$ cat src/rtl/core/ipv4rx_pkg.sv
// ---------------------------------------------------------------------------
// ipv4rx_pkg: shared types and constants of the IPv4 receive header filter
// Verdict codes, header field bundle, protocol numbers and register indexes.
// ---------------------------------------------------------------------------
package ipv4rx_pkg;

  localparam int CNT_W = 12;  // frame byte counter width

  localparam logic [4:0]  IPV4_HDR_BYTES = 5'd20;
  localparam logic [15:0] IPV4_HDR_LEN16 = 16'd20;
  localparam logic [15:0] MF_BIT         = 16'h2000;
  localparam logic [15:0] OFFSET_MASK    = 16'h1fff;
  localparam logic [3:0]  NIBBLE_MASK    = 4'h0f;
  localparam logic [15:0] SUM_GOOD       = 16'hffff;
  localparam logic [3:0]  IP_VERSION     = 4'd4;
  localparam logic [3:0]  IHL_NO_OPTIONS = 4'd5;
  localparam logic [7:0]  LOOPBACK_NET   = 8'd127;

  localparam logic [7:0] PROTO_ICMP = 8'd1;
  localparam logic [7:0] PROTO_UDP  = 8'd17;
  localparam logic [7:0] PROTO_TCP  = 8'd6;

  // configuration register indexes
  localparam logic CFG_OWN_ADDRESS = 1'b0;
  localparam logic CFG_SUBNET_MASK = 1'b1;

  typedef enum logic [3:0] {
    VERDICT_ICMP     = 4'd0,
    VERDICT_UDP      = 4'd1,
    VERDICT_TCP      = 4'd2,
    VERDICT_SHORT    = 4'd3,
    VERDICT_VERSION  = 4'd4,
    VERDICT_OPTIONS  = 4'd5,
    VERDICT_LENGTH   = 4'd6,
    VERDICT_CHECKSUM = 4'd7,
    VERDICT_FRAGMENT = 4'd8,
    VERDICT_NOT_OURS = 4'd9,
    VERDICT_PROTOCOL = 4'd10
  } verdict_t;

  // captured header fields handed to the verdict logic
  typedef struct packed {
    logic [7:0]  ver_len;
    logic [15:0] total_len;
    logic [15:0] frag;
    logic [7:0]  proto;
    logic [15:0] hdr_sum;
    logic [31:0] dst_addr;
  } hdr_fields_t;

endpackage

$ cat src/rtl/core/ipv4rx_judge.sv
// ---------------------------------------------------------------------------
// ipv4rx_judge: frame verdict
// Ordered drop checks over the captured header, protocol classification, plus payload length.
// ---------------------------------------------------------------------------
module ipv4rx_judge #(
  parameter int LINK_HEADER_BYTES = 14
) (
  input  ipv4rx_pkg::hdr_fields_t         fields,
  input  logic [ipv4rx_pkg::CNT_W-1:0]    frame_len,
  input  logic [31:0]                     own_address,
  input  logic [31:0]                     subnet_mask,
  output ipv4rx_pkg::verdict_t            verdict,
  output logic [15:0]                     payload_length
);
  import ipv4rx_pkg::*;

  localparam logic [CNT_W-1:0] MIN_FRAME = CNT_W'(LINK_HEADER_BYTES + 20);
  localparam logic [15:0]      LINK_LEN16 = 16'(LINK_HEADER_BYTES);

  logic [15:0] avail;
  logic        dst_ours;

  assign avail = 16'(frame_len) - LINK_LEN16;

  assign dst_ours = (fields.dst_addr == own_address) ||
                    (fields.dst_addr[31:24] == LOOPBACK_NET) ||
                    (fields.dst_addr == 32'hffff_ffff) ||
                    ((subnet_mask != 32'd0) &&
                     (fields.dst_addr == (own_address | ~subnet_mask)));

  always_comb begin
    priority if (frame_len < MIN_FRAME) begin
      verdict = VERDICT_SHORT;
    end else if (fields.ver_len[7:4] != IP_VERSION) begin
      verdict = VERDICT_VERSION;
    end else if ((fields.ver_len[3:0] & NIBBLE_MASK) != IHL_NO_OPTIONS) begin
      verdict = VERDICT_OPTIONS;
    end else if (fields.total_len < IPV4_HDR_LEN16 || fields.total_len > avail) begin
      verdict = VERDICT_LENGTH;
    end else if (fields.hdr_sum != SUM_GOOD) begin
      verdict = VERDICT_CHECKSUM;
    end else if ((fields.frag & (MF_BIT | OFFSET_MASK)) != 16'd0) begin
      verdict = VERDICT_FRAGMENT;
    end else if (!dst_ours) begin
      verdict = VERDICT_NOT_OURS;
    end else if (fields.proto == PROTO_ICMP) begin
      verdict = VERDICT_ICMP;
    end else if (fields.proto == PROTO_UDP) begin
      verdict = VERDICT_UDP;
    end else if (fields.proto == PROTO_TCP) begin
      verdict = VERDICT_TCP;
    end else begin
      verdict = VERDICT_PROTOCOL;
    end
  end

  assign payload_length = (verdict == VERDICT_ICMP || verdict == VERDICT_UDP ||
                           verdict == VERDICT_TCP) ?
                          (fields.total_len - IPV4_HDR_LEN16) : 16'd0;

endmodule

$ cat src/rtl/core/ipv4_receive_header_filter.sv
// ---------------------------------------------------------------------------
// ipv4_receive_header_filter: IPv4 receive header filter
// Byte stream in, one verdict per frame out with addresses and payload length.
// ---------------------------------------------------------------------------
// Path: the last byte passes the input register, then the result register,
//   which raises out_tvalid with the verdict.
// Throughput: one byte per cycle unless a last byte waits on a pending verdict;
//   the byte counter and header sum keep pace, so frames may follow with no gap.
// Reset: synchronous, active low; clears frame state, config and valids.
module ipv4_receive_header_filter #(
  parameter int MAX_FRAME_LEN     = 2048,  // byte count saturates here
  parameter int LINK_HEADER_BYTES = 14     // bytes skipped before the IP header
) (
  input  logic        clk,
  input  logic        rst_n,
  // configuration
  input  logic        cfg_wr_en,
  input  logic        cfg_index,
  input  logic [31:0] cfg_wdata,
  // byte stream
  input  logic        in_tvalid,
  output logic        in_tready,
  input  logic [7:0]  in_tdata,   // [7:0] data_byte
  input  logic        in_tlast,   // last_byte
  // verdicts
  output logic        out_tvalid,
  input  logic        out_tready,
  output logic [87:0] out_tdata   // [3:0] verdict, [35:4] source_address,
                                  // [67:36] dest_address, [83:68] payload_length,
                                  // [87:84] zero
);
  import ipv4rx_pkg::*;

  localparam logic [CNT_W-1:0] LINK_CNT = CNT_W'(LINK_HEADER_BYTES);
  localparam logic [CNT_W-1:0] HDR_END  = CNT_W'(LINK_HEADER_BYTES + 20);
  localparam logic [CNT_W-1:0] MAX_CNT  = CNT_W'(MAX_FRAME_LEN);

  // config registers
  logic [31:0] own_addr_r, subnet_mask_r;

  always_ff @(posedge clk) begin
    if (!rst_n) begin
      own_addr_r    <= 32'd0;
      subnet_mask_r <= 32'd0;
    end else if (cfg_wr_en) begin
      unique case (cfg_index)
        CFG_OWN_ADDRESS: own_addr_r    <= cfg_wdata;
        CFG_SUBNET_MASK: subnet_mask_r <= cfg_wdata;
        default:         own_addr_r    <= own_addr_r;
      endcase
    end
  end

  // input register
  logic       s1_valid_r;
  logic [7:0] s1_byte_r;
  logic       s1_last_r;
  logic       advance;
  logic       in_req;

  // a non-last byte never produces a verdict, so it moves on even while
  // the result register is stalled
  assign advance   = s1_valid_r && (!s1_last_r || !out_tvalid || out_tready);
  assign in_tready = !s1_valid_r || advance;
  assign in_req    = in_tvalid && in_tready;

  always_ff @(posedge clk) begin
    if (!rst_n) begin
      s1_valid_r <= 1'b0;
    end else if (in_tready) begin
      s1_valid_r <= in_tvalid;
    end
  end

  always_ff @(posedge clk) begin
    if (in_req) begin
      s1_byte_r <= in_tdata;
      s1_last_r <= in_tlast;
    end
  end

  // per-frame state
  logic [CNT_W-1:0] cnt_r, cnt_nxt;
  logic [15:0]      sum_r, sum_nxt;
  logic [7:0]       hold_r, hold_nxt;
  logic [7:0]       vl_r, vl_nxt;
  logic [15:0]      tlen_r, tlen_nxt;
  logic [15:0]      frag_r, frag_nxt;
  logic [7:0]       proto_r, proto_nxt;
  logic [31:0]      src_r, src_nxt;
  logic [31:0]      dst_r, dst_nxt;

  logic       in_hdr;
  logic [4:0] hdr_pos;
  logic [16:0] sum_ext;

  assign in_hdr  = (cnt_r >= LINK_CNT) && (cnt_r < HDR_END);
  assign hdr_pos = 5'(cnt_r - LINK_CNT);
  // one's-complement add of the completed 16-bit header word
  assign sum_ext = {1'b0, sum_r} + {1'b0, hold_r, s1_byte_r};

  always_comb begin
    cnt_nxt   = (cnt_r < MAX_CNT) ? cnt_r + CNT_W'(1) : cnt_r;
    sum_nxt   = sum_r;
    hold_nxt  = hold_r;
    vl_nxt    = vl_r;
    tlen_nxt  = tlen_r;
    frag_nxt  = frag_r;
    proto_nxt = proto_r;
    src_nxt   = src_r;
    dst_nxt   = dst_r;
    if (in_hdr) begin
      if (!hdr_pos[0]) begin
        hold_nxt = s1_byte_r;
      end else begin
        sum_nxt = sum_ext[15:0] + {15'd0, sum_ext[16]};  // end-around carry
      end
      unique case (hdr_pos)
        5'd0:                      vl_nxt    = s1_byte_r;
        5'd2, 5'd3:                tlen_nxt  = {tlen_r[7:0], s1_byte_r};
        5'd6, 5'd7:                frag_nxt  = {frag_r[7:0], s1_byte_r};
        5'd9:                      proto_nxt = s1_byte_r;
        5'd12, 5'd13, 5'd14, 5'd15: src_nxt  = {src_r[23:0], s1_byte_r};
        5'd16, 5'd17, 5'd18, 5'd19: dst_nxt  = {dst_r[23:0], s1_byte_r};
        default:                   hold_nxt  = hold_nxt;
      endcase
    end
  end

  always_ff @(posedge clk) begin
    if (!rst_n || (advance && s1_last_r)) begin
      // frame done: back to the reset state
      cnt_r   <= '0;
      sum_r   <= 16'd0;
      hold_r  <= 8'd0;
      vl_r    <= 8'd0;
      tlen_r  <= 16'd0;
      frag_r  <= 16'd0;
      proto_r <= 8'd0;
      src_r   <= 32'd0;
      dst_r   <= 32'd0;
    end else if (advance) begin
      cnt_r   <= cnt_nxt;
      sum_r   <= sum_nxt;
      hold_r  <= hold_nxt;
      vl_r    <= vl_nxt;
      tlen_r  <= tlen_nxt;
      frag_r  <= frag_nxt;
      proto_r <= proto_nxt;
      src_r   <= src_nxt;
      dst_r   <= dst_nxt;
    end
  end

  // verdict on the state as it stands after the last byte
  hdr_fields_t fields;
  verdict_t    verdict;
  logic [15:0] payload_len;

  assign fields = '{ver_len: vl_nxt, total_len: tlen_nxt, frag: frag_nxt,
                    proto: proto_nxt, hdr_sum: sum_nxt, dst_addr: dst_nxt};

  ipv4rx_judge #(
    .LINK_HEADER_BYTES(LINK_HEADER_BYTES)
  ) u_judge (
    .fields         (fields),
    .frame_len      (cnt_nxt),
    .own_address    (own_addr_r),
    .subnet_mask    (subnet_mask_r),
    .verdict        (verdict),
    .payload_length (payload_len)
  );

  // result register
  logic        out_valid_r;
  logic [87:0] out_data_r;
  logic        load;

  assign load = advance && s1_last_r;

  always_ff @(posedge clk) begin
    if (!rst_n) begin
      out_valid_r <= 1'b0;
    end else if (load) begin
      out_valid_r <= 1'b1;
    end else if (out_tready) begin
      out_valid_r <= 1'b0;
    end
  end

  always_ff @(posedge clk) begin
    if (load) begin
      out_data_r <= {4'd0, payload_len, dst_nxt, src_nxt, verdict};
    end
  end

  assign out_tvalid = out_valid_r;
  assign out_tdata  = out_data_r;

  // checks
  a_cnt_saturates: assert property (@(posedge clk) disable iff (!rst_n)
    cnt_r <= MAX_CNT)
    else $error("byte count above saturation limit");

  a_clear_after_last: assert property (@(posedge clk) disable iff (!rst_n)
    load |=> (cnt_r == '0 && sum_r == 16'd0 && dst_r == 32'd0))
    else $error("frame state not cleared after verdict");

  a_drop_no_payload: assert property (@(posedge clk) disable iff (!rst_n)
    (out_tvalid && out_tdata[3:0] > 4'(VERDICT_TCP)) |-> (out_tdata[83:68] == 16'd0))
    else $error("dropped frame carries a payload length");

  a_no_overwrite: assert property (@(posedge clk) disable iff (!rst_n)
    (out_tvalid && !out_tready) |-> !load)
    else $error("pending verdict overwritten");

endmodule
$ cat config.mk
export PLATFORM = sky130hd
export DESIGN_NAME = ipv4_receive_header_filter
export DESIGN_NICKNAME = d
export VERILOG_FILES = /design/src/rtl/core/ipv4rx_pkg.sv /design/src/rtl/core/ipv4rx_judge.sv /design/src/rtl/core/ipv4_receive_header_filter.sv
export SDC_FILE = /design/constraint.sdc
export NUM_CORES = 1
export LEC_CHECK = 0
export ABC_AREA = 1
export BUFFER_PORTS_ARGS = -buffer_cell sky130_fd_sc_hd__clkbuf_2
export CAP_MARGIN = 20
export CORE_MARGIN = 2
export CORE_UTILIZATION = 55
export CTS_CLUSTER_DIAMETER = 150
export DETAILED_ROUTE_END_ITERATION = 8
export GPL_TIMING_DRIVEN = 0
export MAX_ROUTING_LAYER = met4
export PLACE_DENSITY = 0.77
export SYNTH_ARGS = -nofsm -noshare
export SYNTH_HDL_FRONTEND = slang
export SYNTH_SLANG_ARGS = --single-unit
$ cat constraint.sdc
create_clock -name clk -period 3.9 [get_ports clk]
set_input_delay 0.78 -clock clk [delete_from_list [all_inputs] [get_ports clk]]
set_output_delay 0.78 -clock clk [all_outputs]
set_load 0.01 [all_outputs]
# ---- After elaboration in Yosys (flattened, before gate mapping)
# Index checks and enable logic that the tools add are counted.
dict set report op_classes {
  add_sub_neg 6
  n_mux 27
  bitwise 4
  order_cmp 6
  n_eq_ne 25
  n_reduce_logical 31
}
# cell count
set op_table {}
lappend op_table {{32-bit two-way mux} 4}
lappend op_table {{32-bit == test} 2}
lappend op_table {{16-bit two-way mux} 4}
lappend op_table {{4-bit two-way mux} 10}
lappend op_table {{32-bit == test, second input constant} 1}
lappend op_table {{8-bit two-way mux} 4}
lappend op_table {{32-bit inverter} 1}
lappend op_table {{32-bit OR} 1}
lappend op_table {{32-bit nonzero test} 1}
lappend op_table {{14-bit two-way mux} 2}
lappend op_table {{5-bit by 4-bit == test with 1-bit output, second input constant} 5}
lappend op_table {{12-bit by 6-bit < comparator with 1-bit output, second input constant} 2}
lappend op_table {{5-bit == test, second input constant} 4}
lappend op_table {{16-bit by 16-bit adder with 17-bit output} 1}
lappend op_table {{16-bit by 1-bit adder with 16-bit output} 1}
lappend op_table {{16-bit greater-than comparator} 1}
lappend op_table {{16-bit by 5-bit < comparator with 1-bit output, second input constant} 1}
lappend op_table {{16-bit inequality test, second input constant} 1}
lappend op_table {{16-bit nonzero test} 1}
lappend op_table {{16-bit by 5-bit subtractor with 16-bit output, second input constant} 1}
lappend op_table {{12-bit by 4-bit subtractor with 13-bit output, second input constant} 1}
lappend op_table {{12-bit by 1-bit adder with 12-bit output, second input constant} 1}
lappend op_table {{12-bit by 4-bit greater-or-equal comparator with 1-bit output, second input constant} 1}
lappend op_table {{12-bit < comparator, second input constant} 1}
lappend op_table {{23 further kinds} 47}
dict set report totals {
  wordCells 116
  output_inout_bits 90
  inputBits 47
  register_bits 305
}

# ---- Logic depth before layout (Yosys ltp)
dict set report depth {
  ltp_word 19
  ltp_mapped 35
  depth_no_buf 34
}

# ---- By module
# A second synthesis with hierarchy kept.
dict set report hier_totals {
  cells_unflattened 2367
  hier_area_um2 16967.5
}
# mod seq_area_each_um2 cells_per_inst instances area_per_inst_um2
set modules_own_cells {}
lappend modules_own_cells {ipv4_receive_header_filter 7076.8 1791 1 14232.4}
lappend modules_own_cells {ipv4rx_judge 0.0 576 1 2735.1}

# ---- Least setup slack after synthesis
# Ideal clock, no wire load.
dict set report synth_timing {
  path_kind {reg-to-reg}
  from {register cnt_r[0]}
  to {register out_data_r[79], in the netlist out_tdata[79] (data pin)}
  path_buffers 4
  required_time_ps 3765
  arrival_time_ps 3901
  stages_incl_launch_ff 30
  setup_ps 135
  slack_ps -137
  path_cell_list {dfxtp_1 clkbuf_1 inv_1 ha_1 inv_1 nand2_1 a21oi_1 nor2_4 inv_2 nor2_4 nand2_2 buf_4 buf_2 nand2_1 o21ai_0 inv_1 ha_1 a21oi_1 nor2_1 a211oi_1 o221ai_1 nand2_1 a22oi_1 a31oi_2 nor3b_2 nand2_1 o21ai_1 nand2_2 buf_6 nor2_2}
}
dict set report synth_between {
  elab_cells_between_ends 68
}
# item line
set synth_lines {}
lappend synth_lines {{start: declaration} ipv4_receive_header_filter.sv:83} ;# logic [CNT_W-1:0] cnt_r, cnt_nxt;
lappend synth_lines {{start signal: assignment} ipv4_receive_header_filter.sv:143} ;# cnt_r <= cnt_nxt;
lappend synth_lines {{5-bit by 4-bit subtractor with 5-bit output} ipv4_receive_header_filter.sv:98} ;# assign hdr_pos = 5'(cnt_r - LINK_CNT);
lappend synth_lines {{5-bit by 2-bit == test with 1-bit output} ipv4_receive_header_filter.sv:118} ;# unique case (hdr_pos)
lappend synth_lines {{2-bit OR reduction} ipv4_receive_header_filter.sv:118}
lappend synth_lines {{16-bit two-way mux} ipv4_receive_header_filter.sv:118}
lappend synth_lines {{16-bit two-way mux (*)} ipv4_receive_header_filter.sv:112} ;# if (in_hdr) begin
lappend synth_lines {{via tlen_nxt[1]} ipv4_receive_header_filter.sv:87} ;# logic [15:0] tlen_r, tlen_nxt;
lappend synth_lines {{16-bit by 5-bit < comparator with 1-bit output / 16-bit greater-than comparator (equally long branches)} ipv4rx_judge.sv:38} ;# end else if (fields.total_len < IPV4_HDR_LEN16 || fields.total_len > avail) begin
lappend synth_lines {{1-bit logical OR} ipv4rx_judge.sv:38}
lappend synth_lines {{4-bit two-way mux} ipv4rx_judge.sv:38}
lappend synth_lines {{4-bit two-way mux} ipv4rx_judge.sv:36} ;# end else if ((fields.ver_len[3:0] & NIBBLE_MASK) != IHL_NO_OPTIONS) begin
lappend synth_lines {{4-bit two-way mux} ipv4rx_judge.sv:34} ;# end else if (fields.ver_len[7:4] != IP_VERSION) begin
lappend synth_lines {{4-bit two-way mux} ipv4rx_judge.sv:32} ;# priority if (frame_len < MIN_FRAME) begin
lappend synth_lines {{4-bit by 1-bit == test with 1-bit output / 4-bit zero test (equally long branches)} ipv4rx_judge.sv:57} ;# assign payload_length = (verdict == VERDICT_ICMP || verdict == VERDICT_UDP ||
lappend synth_lines {{1-bit logical OR (2 in a row)} ipv4rx_judge.sv:57}
lappend synth_lines {{end signal: assignment} ipv4_receive_header_filter.sv:193} ;# out_data_r <= {4'd0, payload_len, dst_nxt, src_nxt, verdict};
lappend synth_lines {{end: declaration} ipv4_receive_header_filter.sv:176} ;# logic [87:0] out_data_r;
# Mark *: on every way through the listed nets, which the timed path passes. The rest lies on a longest branch.
# A chain may end at the register's enable or synchronous reset.

# ---- Worst setup path after layout
dict set report layout_timing {
  from {register s1_byte_r[1]}
  to {register out_data_r[68], in the netlist out_tdata[68] (data pin)}
}
dict set report layout_between {
  elab_chain_cells 16
  elab_cells_between_ends 45
}
# item line
set layout_rtl {}
lappend layout_rtl {{start: declaration} ipv4_receive_header_filter.sv:56} ;# logic [7:0] s1_byte_r;
lappend layout_rtl {{start signal: assignment} ipv4_receive_header_filter.sv:77} ;# s1_byte_r <= in_tdata;
lappend layout_rtl {{parallel branches: the longest is 10 deep, another holds 16-bit by 16-bit adder with 17-bit output} -}
lappend layout_rtl {{4-bit two-way mux (*)} ipv4rx_judge.sv:36}
lappend layout_rtl {{4-bit two-way mux (*)} ipv4rx_judge.sv:34}
lappend layout_rtl {{4-bit two-way mux (*)} ipv4rx_judge.sv:32}
lappend layout_rtl {{4-bit by 1-bit == test with 1-bit output / 4-bit zero test (equally long branches)} ipv4rx_judge.sv:57}
lappend layout_rtl {{1-bit logical OR} ipv4rx_judge.sv:57}
lappend layout_rtl {{1-bit logical OR (*)} ipv4rx_judge.sv:57}
# Mark *: on every way between the ends.

==> results.tsv <==
stage	metric	value	unit
setup_path	critical_path.max_fanout	5	
layout	multi_input_area	8393	um2
layout	final_nets	2695	
route	drt_iter0_markers	1465	
route	wl_per_cell	17.25	um
sta	clock.fmax	233.9	MHz
cts	htree_levels	2	
sta	slew_headroom	0.4567	
floorplanning	fp.dieH	177.8	um
layout	final_common_cell	nand2_1	
floorplanning	num_io_pins	137	
pwr	p_leak	9.879	nW
sta	finalHoldViolations	0	
cts	clk_pin_slew	0.06	ns
route	vias_per_cell	5.525	
sta	worst_pin_slew	0.8149	ns
synth	ys_seq_elements	305	
min_path	worst_hold_path_type	input pin to flop	
setup_path	slowest_stage	edfxtp_1	
setup_path	max_stage_delay	0.53	ns
sta	maxSlewViolCount	0	
grt	grt_pass1_vias	14990	
floorplanning	initial_core_util	0.5588	
sta	finalCritPeriodShare	1.096	
route	drt-pass1-iter-count	6	
cts	cts_tree	built	
floorplanning	fp-row-count	63	
sta	fin_crit	4.276	ns
route	wl	52140	um
placement	place_congestion	1.004	
grt	grt_pass1_wl	79500	um
grt	grt_max_degree	50	
setup_path	worstPathArrival	4.66	ns
synth	ys_seq_area_frac	0.4237	
setup_path	crit_path_end_kind	flop	
route	drc_errors	0	
run_status	violations	negative setup slack	
placement	place.port_buffers	132	
layout	drive_gt1_frac	0.1562	
cts	numCtsBuffers	34	
run_status	status	finished with violations	
cts	postCtsHoldBufs	0	
grt	antenna_found_initial	1	
floorplanning	core_area	29720	um2
synth	avgSynthCellArea	6.957	um2
sta	skew	0.02603	ns
cts	clk_latency	0.53	ns
layout	area_growth	21.31	%
sta	rsz0062_at_grt	true	
cts	ctsRootBufferMaster	clkbuf_16	
synth	yosysWarnings	0	
setup_path	required	4.28	ns
layout	mostFrequentLayoutCells	nand2_1, inv_1, o21ai_0	
route	ant_nets	0	
sta	tns	-6.415	ns
synth	synth_cell_types	46	
cts	cts.sinks	305	
layout	seq_area	7047	um2
grt	grt_overflow	0	
floorplanning	floorplan.die_area	31600	um2
setup_path	startpoint_type	flop	
sta	report.final.setup_viol	20	
synth	syn_inst	2387	
pwr	ir_drop	309.5	uV
run	drv_cap	0	
layout	post-route-util	0.6779	
setup_path	worst-setup-path-type	flop to flop	
sta	setup_ws	-0.3762	ns
placement	dp_hpwl	38660	um
synth	synth_area	16610	um2
floorplanning	die_w	177.8	um
route	vias	16700	
pwr	p_per_area	436.7	nW/um2
cts	clock_path_buffers	3	
layout	fill_cells	2556	
grt	grt_usage	0.3321	
==> critical path: cells and delay by family (launching register included) <==
| family | cells | cell delay, ns |
|---|---|---|
| flip-flops | 1 | 0.53 |
| AO/OA/AOI/OAI | 4 | 0.49 |
| adder cells (fa/ha/maj) | 3 | 0.74 |
| buffers and inverters | 5 | 0.48 |
| AND/OR/NAND/NOR | 18 | 1.87 |
==> timing repair <==
item / CTS / global route
endpoints found under the setup margin: 29 / 20
buffers inserted: 31 / 20
pin swaps: 37 / 52
gates cloned: 1 / 0
gates resized for setup: 87 / 86
==> synth_stat cells, drive strengths merged <==
cell type,number,area (um2)
mux2i,11,110.1
a21boi,1,7.510
o21bai,2,15.01
nand2,573,2171
a31oi,2,18.77
clkbuf,69,259.0
dfxtp,212,4244
nor3,16,85.08
xnor2,6,52.55
a21oi,166,830.8
or2,6,37.54
o21ai,278,1399
clkinv,1,3.750
nand3b,10,75.07
or3b,1,8.760
nor2,258,1016
inv,366,1374
ha,41,513.0
a211oi,3,22.52
o211ai,7,52.55
buf,29,175.2
a22oi,2,15.01
and2,3,18.77
nand3,170,850.8
nor3b,1,12.51
nor4,11,68.82
o22ai,1,6.260
conb,1,3.750
edfxtp,93,2793
o221ai,1,8.760
xor2,23,201.4
fa,1,20.02
nand4,22,137.6
==> flip-flops by register name (all words and copies together), names as in the netlist, 12 cells and up <==
signal         cells
out_tdata         84
dst_r             32
own_addr_r        32
src_r             32
subnet_mask_r     32
sum_r             16
tlen_r            16
frag_r            14
cnt_r             12
==> layer usage <==
metal / vias to the layer above / GRT usage / routed length (um)
met4: 0 / 0.1066 / 1967
met1: 7685 / 0.4320 / 21970
li1: 8122 / - / -
met2: 746 / 0.5378 / 23890
met3: 149 / 0.04306 / 4303
met5: - / - / 0
==> per-stage QoR <==
stage               hold slack [ns]  power, mW  setup WS (ns)  instance area (um2)  std cells
finish                       0.4237      8.798        -0.3762                20150       3023
global route                 0.4189      9.117        -0.5817                20150       3023
CTS                          0.4106      8.698        -0.4918                19680       3007
detailed placement           0.4816      5.008         -1.370                17810       2913
global placement             0.4808      4.974         -1.345                17780       2912
floorplan                    0.4639      4.565        0.01632                16630       2390
==> power breakdown <==
part / switching, mW / internal, mW
clock: 1.40 / 2.23
combinational: 1.05 / 0.536
sequential: 0.121 / 3.46
total: 2.57 / 6.23
==> final cells by class <==
type / instances / area share
inverters: 367 / 0.06850
repair buffers: 180 / 0.05459
clock buffers: 40 / 0.04540
plain buffers: 98 / 0.02348
diodes: 1 / 0.0001242
well taps: 390 / 0.02422
flip-flops and latches: 305 / 0.3498
multi-input cells: 1620 / 0.4166
clock inverters: 22 / 0.01727
==> path summary, 6_finish.rpt <==
path	from	to	slack, ns	depth (start not counted)
worst max-delay path	s1_byte_r[1]	out_tdata[68]	-0.38	30
worst min register to register	own_addr_r[6]	own_addr_r[6]	0.49	2
worst max register to register	s1_byte_r[1]	out_tdata[68]	-0.38	30
worst min-delay path	in_tlast	s1_last_r	0.42	1
==> logic make-up after synthesis <==
group,share of synthesized area
AO/OA/AOI/OAI,0.1431
XOR/XNOR,0.01529
adder cells (fa/ha/maj),0.03210
buffers and inverters,0.1091
flip-flops,0.4237
multiplexers,0.006630
other,0.0002258
AND/OR/NAND/NOR,0.2699
(Power assumes the default switching activity.)
